`src/rtl/qstd_pkg.sv`:
```
// ----------------------------------------------------------------------------
// qstd_pkg: shared types and constants for the smallest-three decoder
// Field layout of the packed word, Q1.15 decode constants and the payload
// structs that travel down the pipeline.
// ----------------------------------------------------------------------------
package qstd_pkg;

    // packed word layout
    localparam int WORD_W      = 48;
    localparam int FIELD_W     = 15;
    localparam int INDEX_W     = 2;
    localparam int INDEX_SHIFT = 45;
    localparam int A_SHIFT     = 30;
    localparam int B_SHIFT     = 15;
    localparam int C_SHIFT     = 0;

    // Q1.15 component and decode multiply
    localparam int COMP_W       = 16;
    localparam int MUL_W        = 20;
    localparam int DECODE_SHIFT = 20;
    localparam int PROD_W       = FIELD_W + MUL_W;
    localparam logic [MUL_W-1:0]  DECODE_MUL = 20'd741478;
    localparam logic [PROD_W-1:0] DECODE_RND = PROD_W'(1) << (DECODE_SHIFT - 1);
    localparam int COMP_BOUND   = 23171;

    // remainder and square root
    localparam int SQ_W       = 30;
    localparam int SUM_W      = 32;
    localparam int REM_W      = 31;
    localparam int ROOT_W     = 32;
    localparam int ROOT_STEPS = 16;
    localparam logic [SUM_W-1:0]  ONE_Q30  = SUM_W'(1) << 30;
    localparam logic [ROOT_W-1:0] ROOT_MAX = ROOT_W'(32768);
    localparam logic [COMP_W-1:0] D_MAX    = 16'h7FFF;

    // slot codes for the rebuilt component
    localparam logic [INDEX_W-1:0] SLOT_ZERO  = 2'd0;
    localparam logic [INDEX_W-1:0] SLOT_ONE   = 2'd1;
    localparam logic [INDEX_W-1:0] SLOT_TWO   = 2'd2;
    localparam logic [INDEX_W-1:0] SLOT_THREE = 2'd3;

    // decoded components and slot index
    typedef struct packed {
        logic [INDEX_W-1:0]       idx;
        logic signed [COMP_W-1:0] a;
        logic signed [COMP_W-1:0] b;
        logic signed [COMP_W-1:0] c;
    } comp_item_t;

    // square root working item
    typedef struct packed {
        comp_item_t        comp;
        logic [REM_W-1:0]  rem;
        logic [ROOT_W-1:0] root;
    } root_item_t;

endpackage

```
`src/rtl/qstd_front.sv`:
```
// ----------------------------------------------------------------------------
// qstd_front: field decode, squaring and remainder
// Three register stages: decode the three fields to Q1.15, square them,
// then form the clamped Q2.30 remainder for the square root.
// ----------------------------------------------------------------------------
module qstd_front
(
    input  logic                               clk,
    input  logic                               rst_n,
    input  logic                               in_valid,
    output logic                               in_ready,
    input  logic [qstd_pkg::WORD_W-1:0]        word,
    output logic                               out_valid,
    input  logic                               out_ready,
    output qstd_pkg::root_item_t               out_item
);

    // field code to signed Q1.15, rounded to nearest
    function automatic logic signed [qstd_pkg::COMP_W-1:0] decode_field
        (input logic [qstd_pkg::FIELD_W-1:0] q);
        logic [qstd_pkg::FIELD_W-1:0] mag;
        logic [qstd_pkg::PROD_W-1:0]  prod;
        logic [qstd_pkg::COMP_W-1:0]  m;
        mag  = q[qstd_pkg::FIELD_W-1] ? {q[qstd_pkg::FIELD_W-2:0], 1'b1}
                                      : {~q[qstd_pkg::FIELD_W-2:0], 1'b1};
        prod = qstd_pkg::PROD_W'(mag) * qstd_pkg::PROD_W'(qstd_pkg::DECODE_MUL)
             + qstd_pkg::DECODE_RND;
        m    = {1'b0, prod[qstd_pkg::PROD_W-1:qstd_pkg::DECODE_SHIFT]};
        return q[qstd_pkg::FIELD_W-1] ? $signed(m) : -$signed(m);
    endfunction

    logic                          s1_valid_reg;
    qstd_pkg::comp_item_t          s1_item_reg;
    qstd_pkg::comp_item_t          s1_item_next;
    logic                          s1_ready;

    logic                          s2_valid_reg;
    qstd_pkg::comp_item_t          s2_item_reg;
    logic [qstd_pkg::SQ_W-1:0]     s2_sa_reg;
    logic [qstd_pkg::SQ_W-1:0]     s2_sb_reg;
    logic [qstd_pkg::SQ_W-1:0]     s2_sc_reg;
    logic [qstd_pkg::SQ_W-1:0]     s2_sa_next;
    logic [qstd_pkg::SQ_W-1:0]     s2_sb_next;
    logic [qstd_pkg::SQ_W-1:0]     s2_sc_next;
    logic signed [2*qstd_pkg::COMP_W-1:0] prod_a;
    logic signed [2*qstd_pkg::COMP_W-1:0] prod_b;
    logic signed [2*qstd_pkg::COMP_W-1:0] prod_c;
    logic                          s2_ready;

    logic                          s3_valid_reg;
    qstd_pkg::root_item_t          s3_item_reg;
    qstd_pkg::root_item_t          s3_item_next;
    logic [qstd_pkg::SUM_W-1:0]    sq_sum;
    logic                          s3_ready;

    // stall chain: a stage takes new data when empty or draining
    assign s3_ready = !s3_valid_reg || out_ready;
    assign s2_ready = !s2_valid_reg || s3_ready;
    assign s1_ready = !s1_valid_reg || s2_ready;
    assign in_ready = s1_ready;

    // stage 1: decode
    always_comb
    begin
        s1_item_next.idx = word[qstd_pkg::INDEX_SHIFT +: qstd_pkg::INDEX_W];
        s1_item_next.a   = decode_field(word[qstd_pkg::A_SHIFT +: qstd_pkg::FIELD_W]);
        s1_item_next.b   = decode_field(word[qstd_pkg::B_SHIFT +: qstd_pkg::FIELD_W]);
        s1_item_next.c   = decode_field(word[qstd_pkg::C_SHIFT +: qstd_pkg::FIELD_W]);
    end

    // stage 2: squares, each below 2^30
    always_comb
    begin
        prod_a     = s1_item_reg.a * s1_item_reg.a;
        prod_b     = s1_item_reg.b * s1_item_reg.b;
        prod_c     = s1_item_reg.c * s1_item_reg.c;
        s2_sa_next = prod_a[qstd_pkg::SQ_W-1:0];
        s2_sb_next = prod_b[qstd_pkg::SQ_W-1:0];
        s2_sc_next = prod_c[qstd_pkg::SQ_W-1:0];
    end

    // stage 3: remainder of one, clamped at zero
    always_comb
    begin
        sq_sum = qstd_pkg::SUM_W'(s2_sa_reg) + qstd_pkg::SUM_W'(s2_sb_reg)
               + qstd_pkg::SUM_W'(s2_sc_reg);
        s3_item_next.comp = s2_item_reg;
        s3_item_next.root = '0;
        if (sq_sum > qstd_pkg::ONE_Q30)
        begin
            s3_item_next.rem = '0;
        end
        else
        begin
            s3_item_next.rem = qstd_pkg::REM_W'(qstd_pkg::ONE_Q30 - sq_sum);
        end
    end

    // valid bits
    always_ff @(posedge clk or negedge rst_n)
    begin
        if (!rst_n)
        begin
            s1_valid_reg <= 1'b0;
            s2_valid_reg <= 1'b0;
            s3_valid_reg <= 1'b0;
        end
        else
        begin
            if (s1_ready)
            begin
                s1_valid_reg <= in_valid;
            end
            if (s2_ready)
            begin
                s2_valid_reg <= s1_valid_reg;
            end
            if (s3_ready)
            begin
                s3_valid_reg <= s2_valid_reg;
            end
        end
    end

    // payload registers
    always_ff @(posedge clk)
    begin
        if (s1_ready && in_valid)
        begin
            s1_item_reg <= s1_item_next;
        end
        if (s2_ready && s1_valid_reg)
        begin
            s2_item_reg <= s1_item_reg;
            s2_sa_reg   <= s2_sa_next;
            s2_sb_reg   <= s2_sb_next;
            s2_sc_reg   <= s2_sc_next;
        end
        if (s3_ready && s2_valid_reg)
        begin
            s3_item_reg <= s3_item_next;
        end
    end

    assign out_valid = s3_valid_reg;
    assign out_item  = s3_item_reg;

endmodule

```
`src/rtl/qstd_root_stage.sv`:
```
// ----------------------------------------------------------------------------
// qstd_root_stage: one step of the digit-by-digit square root
// Settles one root bit per stage: trial subtract of root plus the stage's
// bit weight, then shift the partial root down.
// ----------------------------------------------------------------------------
module qstd_root_stage
#(
    parameter int STEP = 0
)
(
    input  logic                    clk,
    input  logic                    rst_n,
    input  logic                    in_valid,
    output logic                    in_ready,
    input  qstd_pkg::root_item_t    in_item,
    output logic                    out_valid,
    input  logic                    out_ready,
    output qstd_pkg::root_item_t    out_item
);

    localparam logic [qstd_pkg::ROOT_W-1:0] BIT_WT =
        qstd_pkg::ROOT_W'(1) << (2 * (qstd_pkg::ROOT_STEPS - 1 - STEP));

    logic                           valid_reg;
    qstd_pkg::root_item_t           item_reg;
    qstd_pkg::root_item_t           item_next;
    logic [qstd_pkg::ROOT_W-1:0]    trial;

    assign in_ready = !valid_reg || out_ready;

    // trial subtract
    always_comb
    begin
        trial          = in_item.root + BIT_WT;
        item_next.comp = in_item.comp;
        if (qstd_pkg::ROOT_W'(in_item.rem) >= trial)
        begin
            item_next.rem  = in_item.rem - qstd_pkg::REM_W'(trial);
            item_next.root = (in_item.root >> 1) + BIT_WT;
        end
        else
        begin
            item_next.rem  = in_item.rem;
            item_next.root = in_item.root >> 1;
        end
    end

    always_ff @(posedge clk or negedge rst_n)
    begin
        if (!rst_n)
        begin
            valid_reg <= 1'b0;
        end
        else if (in_ready)
        begin
            valid_reg <= in_valid;
        end
    end

    always_ff @(posedge clk)
    begin
        if (in_ready && in_valid)
        begin
            item_reg <= item_next;
        end
    end

    assign out_valid = valid_reg;
    assign out_item  = item_reg;

endmodule

```
`src/rtl/qstd_slot_out.sv`:
```
// ----------------------------------------------------------------------------
// qstd_slot_out: saturation and slot placement
// Clips the root at 32767, places it in the indexed slot and fills the
// other slots in order; this register drives the result ports.
// ----------------------------------------------------------------------------
module qstd_slot_out
(
    input  logic                               clk,
    input  logic                               rst_n,
    input  logic                               in_valid,
    output logic                               in_ready,
    input  qstd_pkg::root_item_t               in_item,
    output logic                               out_valid,
    input  logic                               out_ready,
    output logic signed [qstd_pkg::COMP_W-1:0] slot_zero,
    output logic signed [qstd_pkg::COMP_W-1:0] slot_one,
    output logic signed [qstd_pkg::COMP_W-1:0] slot_two,
    output logic signed [qstd_pkg::COMP_W-1:0] slot_three
);

    logic                               valid_reg;
    logic signed [qstd_pkg::COMP_W-1:0] s0_reg;
    logic signed [qstd_pkg::COMP_W-1:0] s1_reg;
    logic signed [qstd_pkg::COMP_W-1:0] s2_reg;
    logic signed [qstd_pkg::COMP_W-1:0] s3_reg;
    logic signed [qstd_pkg::COMP_W-1:0] s0_next;
    logic signed [qstd_pkg::COMP_W-1:0] s1_next;
    logic signed [qstd_pkg::COMP_W-1:0] s2_next;
    logic signed [qstd_pkg::COMP_W-1:0] s3_next;
    logic [qstd_pkg::COMP_W-1:0]        d_val;

    assign in_ready = !valid_reg || out_ready;

    // saturate and place
    always_comb
    begin
        if (in_item.root > qstd_pkg::ROOT_W'(qstd_pkg::D_MAX))
        begin
            d_val = qstd_pkg::D_MAX;
        end
        else
        begin
            d_val = in_item.root[qstd_pkg::COMP_W-1:0];
        end
        unique case (in_item.comp.idx)
            qstd_pkg::SLOT_ZERO:
            begin
                s0_next = $signed(d_val);
                s1_next = in_item.comp.a;
                s2_next = in_item.comp.b;
                s3_next = in_item.comp.c;
            end
            qstd_pkg::SLOT_ONE:
            begin
                s0_next = in_item.comp.a;
                s1_next = $signed(d_val);
                s2_next = in_item.comp.b;
                s3_next = in_item.comp.c;
            end
            qstd_pkg::SLOT_TWO:
            begin
                s0_next = in_item.comp.a;
                s1_next = in_item.comp.b;
                s2_next = $signed(d_val);
                s3_next = in_item.comp.c;
            end
            qstd_pkg::SLOT_THREE:
            begin
                s0_next = in_item.comp.a;
                s1_next = in_item.comp.b;
                s2_next = in_item.comp.c;
                s3_next = $signed(d_val);
            end
            default:
            begin
                s0_next = in_item.comp.a;
                s1_next = in_item.comp.b;
                s2_next = in_item.comp.c;
                s3_next = $signed(d_val);
            end
        endcase
    end

    always_ff @(posedge clk or negedge rst_n)
    begin
        if (!rst_n)
        begin
            valid_reg <= 1'b0;
        end
        else if (in_ready)
        begin
            valid_reg <= in_valid;
        end
    end

    always_ff @(posedge clk)
    begin
        if (in_ready && in_valid)
        begin
            s0_reg <= s0_next;
            s1_reg <= s1_next;
            s2_reg <= s2_next;
            s3_reg <= s3_next;
        end
    end

    assign out_valid  = valid_reg;
    assign slot_zero  = s0_reg;
    assign slot_one   = s1_reg;
    assign slot_two   = s2_reg;
    assign slot_three = s3_reg;

endmodule

```
`src/rtl/quaternion_smallest_three_decoder.sv`:
```
// Stages: 3 front stages, 16 square-root stages and 1 output register lie
// between word transfer and result valid. Throughput: one word per cycle
// unless the output stalls; the 16-stage root pipeline takes one root bit per
// stage, and every stage holds its item while the next one is full.
// Reset: rst_n clears all valid bits asynchronously; data registers keep
// whatever they hold and no state carries between words.
// ----------------------------------------------------------------------------
// quaternion_smallest_three_decoder: 48-bit smallest-three rotation decode
// Decodes three 15-bit fields to Q1.15, rebuilds the largest component by
// a pipelined integer square root and places it in the indexed slot.
// ----------------------------------------------------------------------------
module quaternion_smallest_three_decoder
(
    input  logic                               clk,
    input  logic                               rst_n,
    input  logic                               word_valid,
    output logic                               word_ready,
    input  logic [qstd_pkg::WORD_W-1:0]        packed_word,
    output logic                               quat_valid,
    input  logic                               quat_ready,
    output logic signed [qstd_pkg::COMP_W-1:0] slot_zero,
    output logic signed [qstd_pkg::COMP_W-1:0] slot_one,
    output logic signed [qstd_pkg::COMP_W-1:0] slot_two,
    output logic signed [qstd_pkg::COMP_W-1:0] slot_three
);

    logic                 chain_valid [qstd_pkg::ROOT_STEPS+1];
    logic                 chain_ready [qstd_pkg::ROOT_STEPS+1];
    qstd_pkg::root_item_t chain_item  [qstd_pkg::ROOT_STEPS+1];

    // decode, square, remainder
    qstd_front u_front
    (
        .clk       (clk),
        .rst_n     (rst_n),
        .in_valid  (word_valid),
        .in_ready  (word_ready),
        .word      (packed_word),
        .out_valid (chain_valid[0]),
        .out_ready (chain_ready[0]),
        .out_item  (chain_item[0])
    );

    // square root, one bit per stage
    for (genvar k = 0; k < qstd_pkg::ROOT_STEPS; k++)
    begin : g_root
        qstd_root_stage
        #(
            .STEP (k)
        )
        u_stage
        (
            .clk       (clk),
            .rst_n     (rst_n),
            .in_valid  (chain_valid[k]),
            .in_ready  (chain_ready[k]),
            .in_item   (chain_item[k]),
            .out_valid (chain_valid[k+1]),
            .out_ready (chain_ready[k+1]),
            .out_item  (chain_item[k+1])
        );
    end

    // saturation, slot placement, result register
    qstd_slot_out u_slot_out
    (
        .clk        (clk),
        .rst_n      (rst_n),
        .in_valid   (chain_valid[qstd_pkg::ROOT_STEPS]),
        .in_ready   (chain_ready[qstd_pkg::ROOT_STEPS]),
        .in_item    (chain_item[qstd_pkg::ROOT_STEPS]),
        .out_valid  (quat_valid),
        .out_ready  (quat_ready),
        .slot_zero  (slot_zero),
        .slot_one   (slot_one),
        .slot_two   (slot_two),
        .slot_three (slot_three)
    );

    // a draining output must open the whole stall chain
    assert property (@(posedge clk) disable iff (!rst_n)
        quat_ready |-> word_ready)
        else $error("input stalled while the output drains");

    // remainder never exceeds one in Q2.30
    assert property (@(posedge clk) disable iff (!rst_n)
        chain_valid[0] |-> (qstd_pkg::SUM_W'(chain_item[0].rem) <= qstd_pkg::ONE_Q30))
        else $error("remainder above one");

    // finished root is at most 32768
    assert property (@(posedge clk) disable iff (!rst_n)
        chain_valid[qstd_pkg::ROOT_STEPS]
            |-> (chain_item[qstd_pkg::ROOT_STEPS].root <= qstd_pkg::ROOT_MAX))
        else $error("square root out of range");

    // decoded components stay within one over root two
    assert property (@(posedge clk) disable iff (!rst_n)
        chain_valid[qstd_pkg::ROOT_STEPS]
            |-> ($signed(chain_item[qstd_pkg::ROOT_STEPS].comp.a) <= qstd_pkg::COMP_BOUND
              && $signed(chain_item[qstd_pkg::ROOT_STEPS].comp.a) >= -qstd_pkg::COMP_BOUND
              && $signed(chain_item[qstd_pkg::ROOT_STEPS].comp.b) <= qstd_pkg::COMP_BOUND
              && $signed(chain_item[qstd_pkg::ROOT_STEPS].comp.b) >= -qstd_pkg::COMP_BOUND
              && $signed(chain_item[qstd_pkg::ROOT_STEPS].comp.c) <= qstd_pkg::COMP_BOUND
              && $signed(chain_item[qstd_pkg::ROOT_STEPS].comp.c) >= -qstd_pkg::COMP_BOUND))
        else $error("decoded component out of range");

endmodule

```
`config.mk`:
```
export PLATFORM = sky130hd
export DESIGN_NAME = quaternion_smallest_three_decoder
export DESIGN_NICKNAME = d
export VERILOG_FILES = /design/src/rtl/qstd_pkg.sv /design/src/rtl/qstd_front.sv /design/src/rtl/qstd_root_stage.sv /design/src/rtl/qstd_slot_out.sv /design/src/rtl/quaternion_smallest_three_decoder.sv
export SDC_FILE = /design/constraint.sdc
export NUM_CORES = 2
export LEC_CHECK = 0
export ABC_AREA = 1
export BUFFER_PORTS_ARGS = -buffer_cell sky130_fd_sc_hd__buf_2
export CORE_AREA = 5 5 616 618
export CTS_BUF_LIST = sky130_fd_sc_hd__clkbuf_2 sky130_fd_sc_hd__clkbuf_4 sky130_fd_sc_hd__clkbuf_8
export CTS_CLUSTER_DIAMETER = 40
export DETAILED_ROUTE_END_ITERATION = 8
export DIE_AREA = 0 0 621 623
export MAX_ROUTING_LAYER = met4
export PLACE_DENSITY = 0.53
export REMOVE_ABC_BUFFERS = 1
export SLEW_MARGIN = 20
export SYNTH_ARGS = -nofsm -noshare
export SYNTH_HDL_FRONTEND = slang
export SYNTH_SLANG_ARGS = --single-unit
```
`constraint.sdc`:
```
create_clock -name clk -period 10.4 [get_ports clk]
set_clock_uncertainty 0.05 [all_clocks]
set_input_delay 0.52 -clock clk [delete_from_list [all_inputs] [get_ports clk]]
set_output_delay 0.52 -clock clk [all_outputs]
set_load 0.03 [all_outputs]
```
Word-level counts from Yosys, hierarchy flattened

Index checks and enable logic that the tools add are counted.

Output and inout port bits: 66
Word-level logic and storage cells: 331
Bits in registers: 2,101

Add/subtract/negate cells: 54
Mux-type cells: 27
Magnitude comparators: 18
$mul: 6
Reductions and logical operators: 65
Eq/ne operators: 3
Bitwise gates (word level): 3

Operators by type and width:

| cell                                                 | count |
|---|---|
| 2-to-1 mux 63 bit                                    | 15 |
| greater-or-equal comparator 31 x 32 -> 1 bit         | 15 |
| subtractor 31 bit                                    | 14 |
| adder 35 x 20 -> 35 bit (second input constant)      | 3 |
| multiplier 15 x 19 -> 34 bit (second input constant) | 3 |
| one-hot mux 16 bit (3 select lines)                  | 2 |
| multiplier 16 x 16 -> 30 bit                         | 3 |
| 2-to-1 mux 15 bit                                    | 6 |
| one-hot mux 16 bit (2 select lines)                  | 2 |
| negation 15 -> 16 bit                                | 3 |
| NOT 14 bit                                           | 3 |
| adder 31 x 1 -> 32 bit (second input constant)       | 1 |
| adder 31 x 11 -> 32 bit (second input constant)      | 1 |
| adder 31 x 13 -> 32 bit (second input constant)      | 1 |
| adder 31 x 15 -> 32 bit (second input constant)      | 1 |
| adder 31 x 17 -> 32 bit (second input constant)      | 1 |
| adder 31 x 19 -> 32 bit (second input constant)      | 1 |
| adder 31 x 21 -> 32 bit (second input constant)      | 1 |
| adder 31 x 23 -> 32 bit (second input constant)      | 1 |
| adder 31 x 25 -> 32 bit (second input constant)      | 1 |
| adder 31 x 27 -> 32 bit (second input constant)      | 1 |
| adder 31 x 29 -> 32 bit (second input constant)      | 1 |
| adder 31 x 3 -> 32 bit (second input constant)       | 1 |
| adder 31 x 30 -> 32 bit                              | 1 |
| 34 further kinds                                     | 94 |

Depth between registers and ports, before layout

Word-level depth: 22
Mapped depth: 41
Gate-level depth less buffers: 40

By module

Synthesis repeated with hierarchy kept, for this count alone.

Cells, all modules: 21,462
Area total of the unflattened synthesis: 174,431.0 µm²

By module, submodules not included:

| module                                | cells each | area each (µm²) | sequential area each (µm²) | instances |
|---|---|---|---|---|
| qstd_front                            | 6,768      | 56,307.8        | 8,032.7                    | 1 |
| qstd_root_stage at g_root[15].u_stage | 1,083      | 8,104.0         | 3,418.3                    | 1 |
| qstd_root_stage at g_root[14].u_stage | 1,062      | 8,021.4         | 3,418.3                    | 1 |
| qstd_root_stage at g_root[13].u_stage | 1,039      | 7,845.0         | 3,418.3                    | 1 |
| qstd_root_stage at g_root[12].u_stage | 1,022      | 7,759.9         | 3,418.3                    | 1 |
| qstd_root_stage at g_root[9].u_stage  | 943        | 7,372.1         | 3,418.3                    | 1 |
| qstd_root_stage at g_root[11].u_stage | 912        | 7,365.8         | 3,418.3                    | 1 |
| qstd_root_stage at g_root[8].u_stage  | 916        | 7,219.4         | 3,418.3                    | 1 |
| qstd_root_stage at g_root[10].u_stage | 892        | 7,189.4         | 3,418.3                    | 1 |
| qstd_root_stage at g_root[7].u_stage  | 886        | 7,128.1         | 3,418.3                    | 1 |
| qstd_root_stage at g_root[6].u_stage  | 852        | 6,984.2         | 3,418.3                    | 1 |
| qstd_root_stage at g_root[5].u_stage  | 840        | 6,847.8         | 3,418.3                    | 1 |
| qstd_root_stage at g_root[4].u_stage  | 815        | 6,722.7         | 3,418.3                    | 1 |
| qstd_root_stage at g_root[3].u_stage  | 791        | 6,606.3         | 3,418.3                    | 1 |
| +4 rows                               | --         | --              | --                         | -- |

Worst setup path after synthesis

Ideal clock, no wire load.

Kind: input to register
From: input port packed_word[44] (netlist name)
To: register u_front.s1_item_reg[44] (netlist name), data pin
Slack: 3,896 ps
Arrival: 6,204 ps
Cell stages on the path: 35
Setup time: 249 ps
Cell sequence: buf_6 > buf_1 > xor2_1 > nor2_1 > fa_1 > ha_1 > inv_1 > fa_1 > inv_1 > fa_1 > inv_1 > fa_1 > inv_1 > ha_1 > nand2_1 > inv_1 > nand2_1 > nand2_1 > o21bai_1 > inv_1 > nand2_1 > nand2_1 > nand2_1 > ha_1 > xor2_1 > ha_1 > inv_1 > nor2_1 > nand3_1 > nor2_1 > nand3_1 > nand2_2 > nand3_1 > nand2_1 > inv_1

RTL lines:

| element              | RTL line                                | text |
|---|---|---|
| start, declared      | quaternion_smallest_three_decoder.sv:18 | `input logic [qstd_pkg::WORD_W-1:0] packed_word,` |
| end signal, assigned | qstd_front.sv:130                       | `s1_item_reg <= s1_item_next;` |
| end, declared        | qstd_front.sv:33                        | `qstd_pkg::comp_item_t s1_item_reg;` |

Worst setup path after layout

From: register u_front.s1_item_reg[33] (netlist name)
To: register u_front.s2_sa_reg[28] (netlist name), data pin

Word-level cells in the longest chain between the ends: 1

Ends and longest elaborated chain:

| element                      | RTL line          | text |
|---|---|---|
| multiplier 16 x 16 -> 30 bit | qstd_front.sv:74  | `prod_a = s1_item_reg.a * s1_item_reg.a;` |
| via u_front.prod_a, one bit  | qstd_front.sv:45  | `logic signed [2*qstd_pkg::COMP_W-1:0] prod_a;` |
| end signal, assigned         | qstd_front.sv:135 | `s2_sa_reg <= s2_sa_next;` |
| end, declared                | qstd_front.sv:39  | `logic [qstd_pkg::SQ_W-1:0] s2_sa_reg;` |

The timed path passes the listed nets, and every way through them passes these cells.
A chain may end at the register's enable or synchronous reset.

==> impl_metrics.toml <==
[status]
outcome = "finished, final reports clean"

[clock_network]
cts_buffers = 309
clock-root-buffer = "clkbuf_8"
ctsLongestPathBuffers = 4
clk_pin_slew_worst_paths_ps = 60
htree_levels = 5
post_cts_buffers = 0
clock-sinks = 1750
cts_resized = 0
cts_tree = "built"
cts_hold_buffers = 6
clkLatencyLatePin_ps = 900

[logic_synthesis]
synth-main-ff-cell = "edfxtp_1"
postSynthAreaPerCell_um2 = 10.92
synth_cells = 10200
yosysSeqAreaShare_pct = 47.12
synth_async_sr_flop_share_pct = 1.143
yosys_warnings = 0
synth-seq-cells = 1750
syn_area_um2 = 111300
synth_edf_count = 1730
ys_types = 72

[final_layout]
nNetsFinal = 12270
final_common_cell = "inv_1"
layout_common_cells = "inv_1, edfxtp_1, nand2_1"
nFillCells = 37980
largest_register_ff_count = 1401
area_growth_pct = 11.59
drive_gt1_share_pct = 8.442

[critical_path]
end_kind = "flip-flop"
r2r_slack_ps = 3190
endpoint = "u_front.s2_sa_reg[28]$_DFFE_PP_"
crit_required_ps = 10980
rr_endpoint = "u_front.s2_sa_reg[28]$_DFFE_PP_"
path_class = "reg2reg"
startpoint = "u_front.s1_item_reg[33]$_DFFE_PP_"
crit_arrival_ps = 7780
cp_max_fo = 17
cp-start-kind = "flip-flop"
reg2reg_from = "u_front.s1_item_reg[33]$_DFFE_PP_"
worstRegToRegCells = 19

[global_route]
grt_max_degree = 82
grt.total_usage_pct = 12.08
grt_overflow = 0
antenna_found_initial = 2
grt_pass1_vias = 70560
grt_pass1_wl_mm = 370.9

[route]
vias = 66860
post_drt_via_cell_ratio = 4.242
wirelength_mm = 223.6
post_drt_wl_per_cell_um = 14.19
drt_iter0_markers = 3614
antenna_left = 0
drt_first_pass_iters = 5
drcViolationCount = 0

[floorplan]
ios = 118
core-area_um2 = 373900
die_w_um = 621
die_h_um = 623
num_rows = 225
start_util_pct = 29.77
dieArea_um2 = 386900

[hold_path]
holdPathStages = 3
hold_path_class = "in2reg"

[run]
cap_violations = 0

[timing]
setup_tns_ps = 0
tightest_slew_ps = 1023
finalHoldViolCount = 0
fin_crit_sh_pct = 69.31
slew_headroom_pct = 31.78
setup_viol = 0
min_period_ps = 7208
slew_violations = 0
max_freq_mhz = 138.7
rsz0062_at_grt = "no"
whs_ps = 63.75

[placement]
dpl.hpwl_mm = 176.2
port_buffers = 116
place_congestion = 0.8563
==> synthesized netlist by cell type (all sizes together) (4+ instances only) <==
cell type	number	area share [%]
a31oi	11	0.062
o221ai	29	0.23
inv	2340	7.9
edfxtp	1730	47
clkbuf	127	0.43
xnor2	172	1.4
a21oi	358	1.6
buf	16	0.096
nand4	77	0.44
o21a	13	0.088
nor4	70	0.39
nor4b	4	0.031
xor2	313	2.5
nor2	655	2.4
and3	5	0.028
a221oi	5	0.039
o21ai	279	1.3
a211oi	7	0.047
o211ai	16	0.11
or2	39	0.22
nor3	83	0.38
o21bai	34	0.23
fa	911	16
o31ai	7	0.047
nand2	1767	6.1
nand3b	26	0.18
o2111ai	6	0.047
ha	761	8.6
dfrtp	20	0.45
a21o	20	0.14
a21boi	13	0.088
o311ai	4	0.031
nand3	249	1.2
or4	5	0.034
==> cell families after synthesis <==
family                   after synthesis  synth area share [%]
AND/OR/NAND/NOR                     2988                 11.52
buffers and inverters               2486                 8.437
flip-flops                          1750                 47.12
adder cells (fa/ha/maj)             1672                 24.94
AO/OA/AOI/OAI                        811                 4.094
XOR/XNOR                             485                 3.854
other                                  2              0.006747
multiplexers                           2               0.02023
==> critical path: stages, from the launching register on <==
cell	delay [ps]
edfxtp_1	870
nand2_1	290
inv_1	130
fa_1	600
fa_1	810
inv_1	240
fa_1	570
inv_1	50
fa_1	480
fa_1	540
fa_1	490
ha_1	380
a21oi_1	200
nor2_1	60
a211oi_1	260
o2111ai_1	270
a21oi_1	190
nor2_1	50
nor2_1	110
xor2_1	260
==> worst min path at each step <==
stage                                          endpoint                                from  slack, ps
2_1_floorplan   g_root[0].u_stage.out_valid$_DFFE_PN0P_                               rst_n        170
3_3_place_gp   g_root[0].u_stage.out_item[98]$_DFFE_PP_      u_front.out_item[98]$_DFFE_PP_        350
3_5_place_dp   g_root[0].u_stage.out_item[50]$_DFFE_PP_  u_front.out_item[50]$_SDFFCE_PN0P_        350
4_1_cts                u_front.s1_valid_reg$_DFFE_PN0N_                          word_valid         20
5_1_grt                u_front.s1_valid_reg$_DFFE_PN0N_                          word_valid         60
6_report               u_front.s1_valid_reg$_DFFE_PN0N_                          word_valid         60
==> metal layers <==
metal / vias to the layer above / GRT usage, % / share of wire (%)
met5: - / - / 0
met4: 0 / 3.782 / 3.3
met3: 391 / 1.478 / 3.6
met2: 1080 / 20.22 / 48
met1: 32020 / 15.32 / 45
li1: 33370 / - / -
==> metrics by stage <==
step | setup WS [ps] | instance area [µm²] | util, % | std cells
finish | 3192 | 124200 | 33.22 | 15760
floorplan | 4138 | 110700 | - | 10060
global route | 2783 | 124200 | 33.22 | 15760
detailed placement | 2830 | 118100 | 31.59 | 15220
CTS | 3068 | 124100 | 33.20 | 15760
global placement | 2802 | 118100 | 31.59 | 15220
==> layout make-up <==
type	instances	area (µm²)	area share (%)
sequential	1750	52450	42.23
multi-input combinational	5962	49570	39.91
inverter	2343	8820	7.101
tap	4994	6248	5.031
clock buffer	405	5017	4.040
timing repair buffer	180	1120	0.9016
clock inverter	127	974.7	0.7848
antenna	1	2.502	0.002015
Power is not shown: default switching activity piles up to over one toggle a cycle in this logic, so the estimate is an artifact.
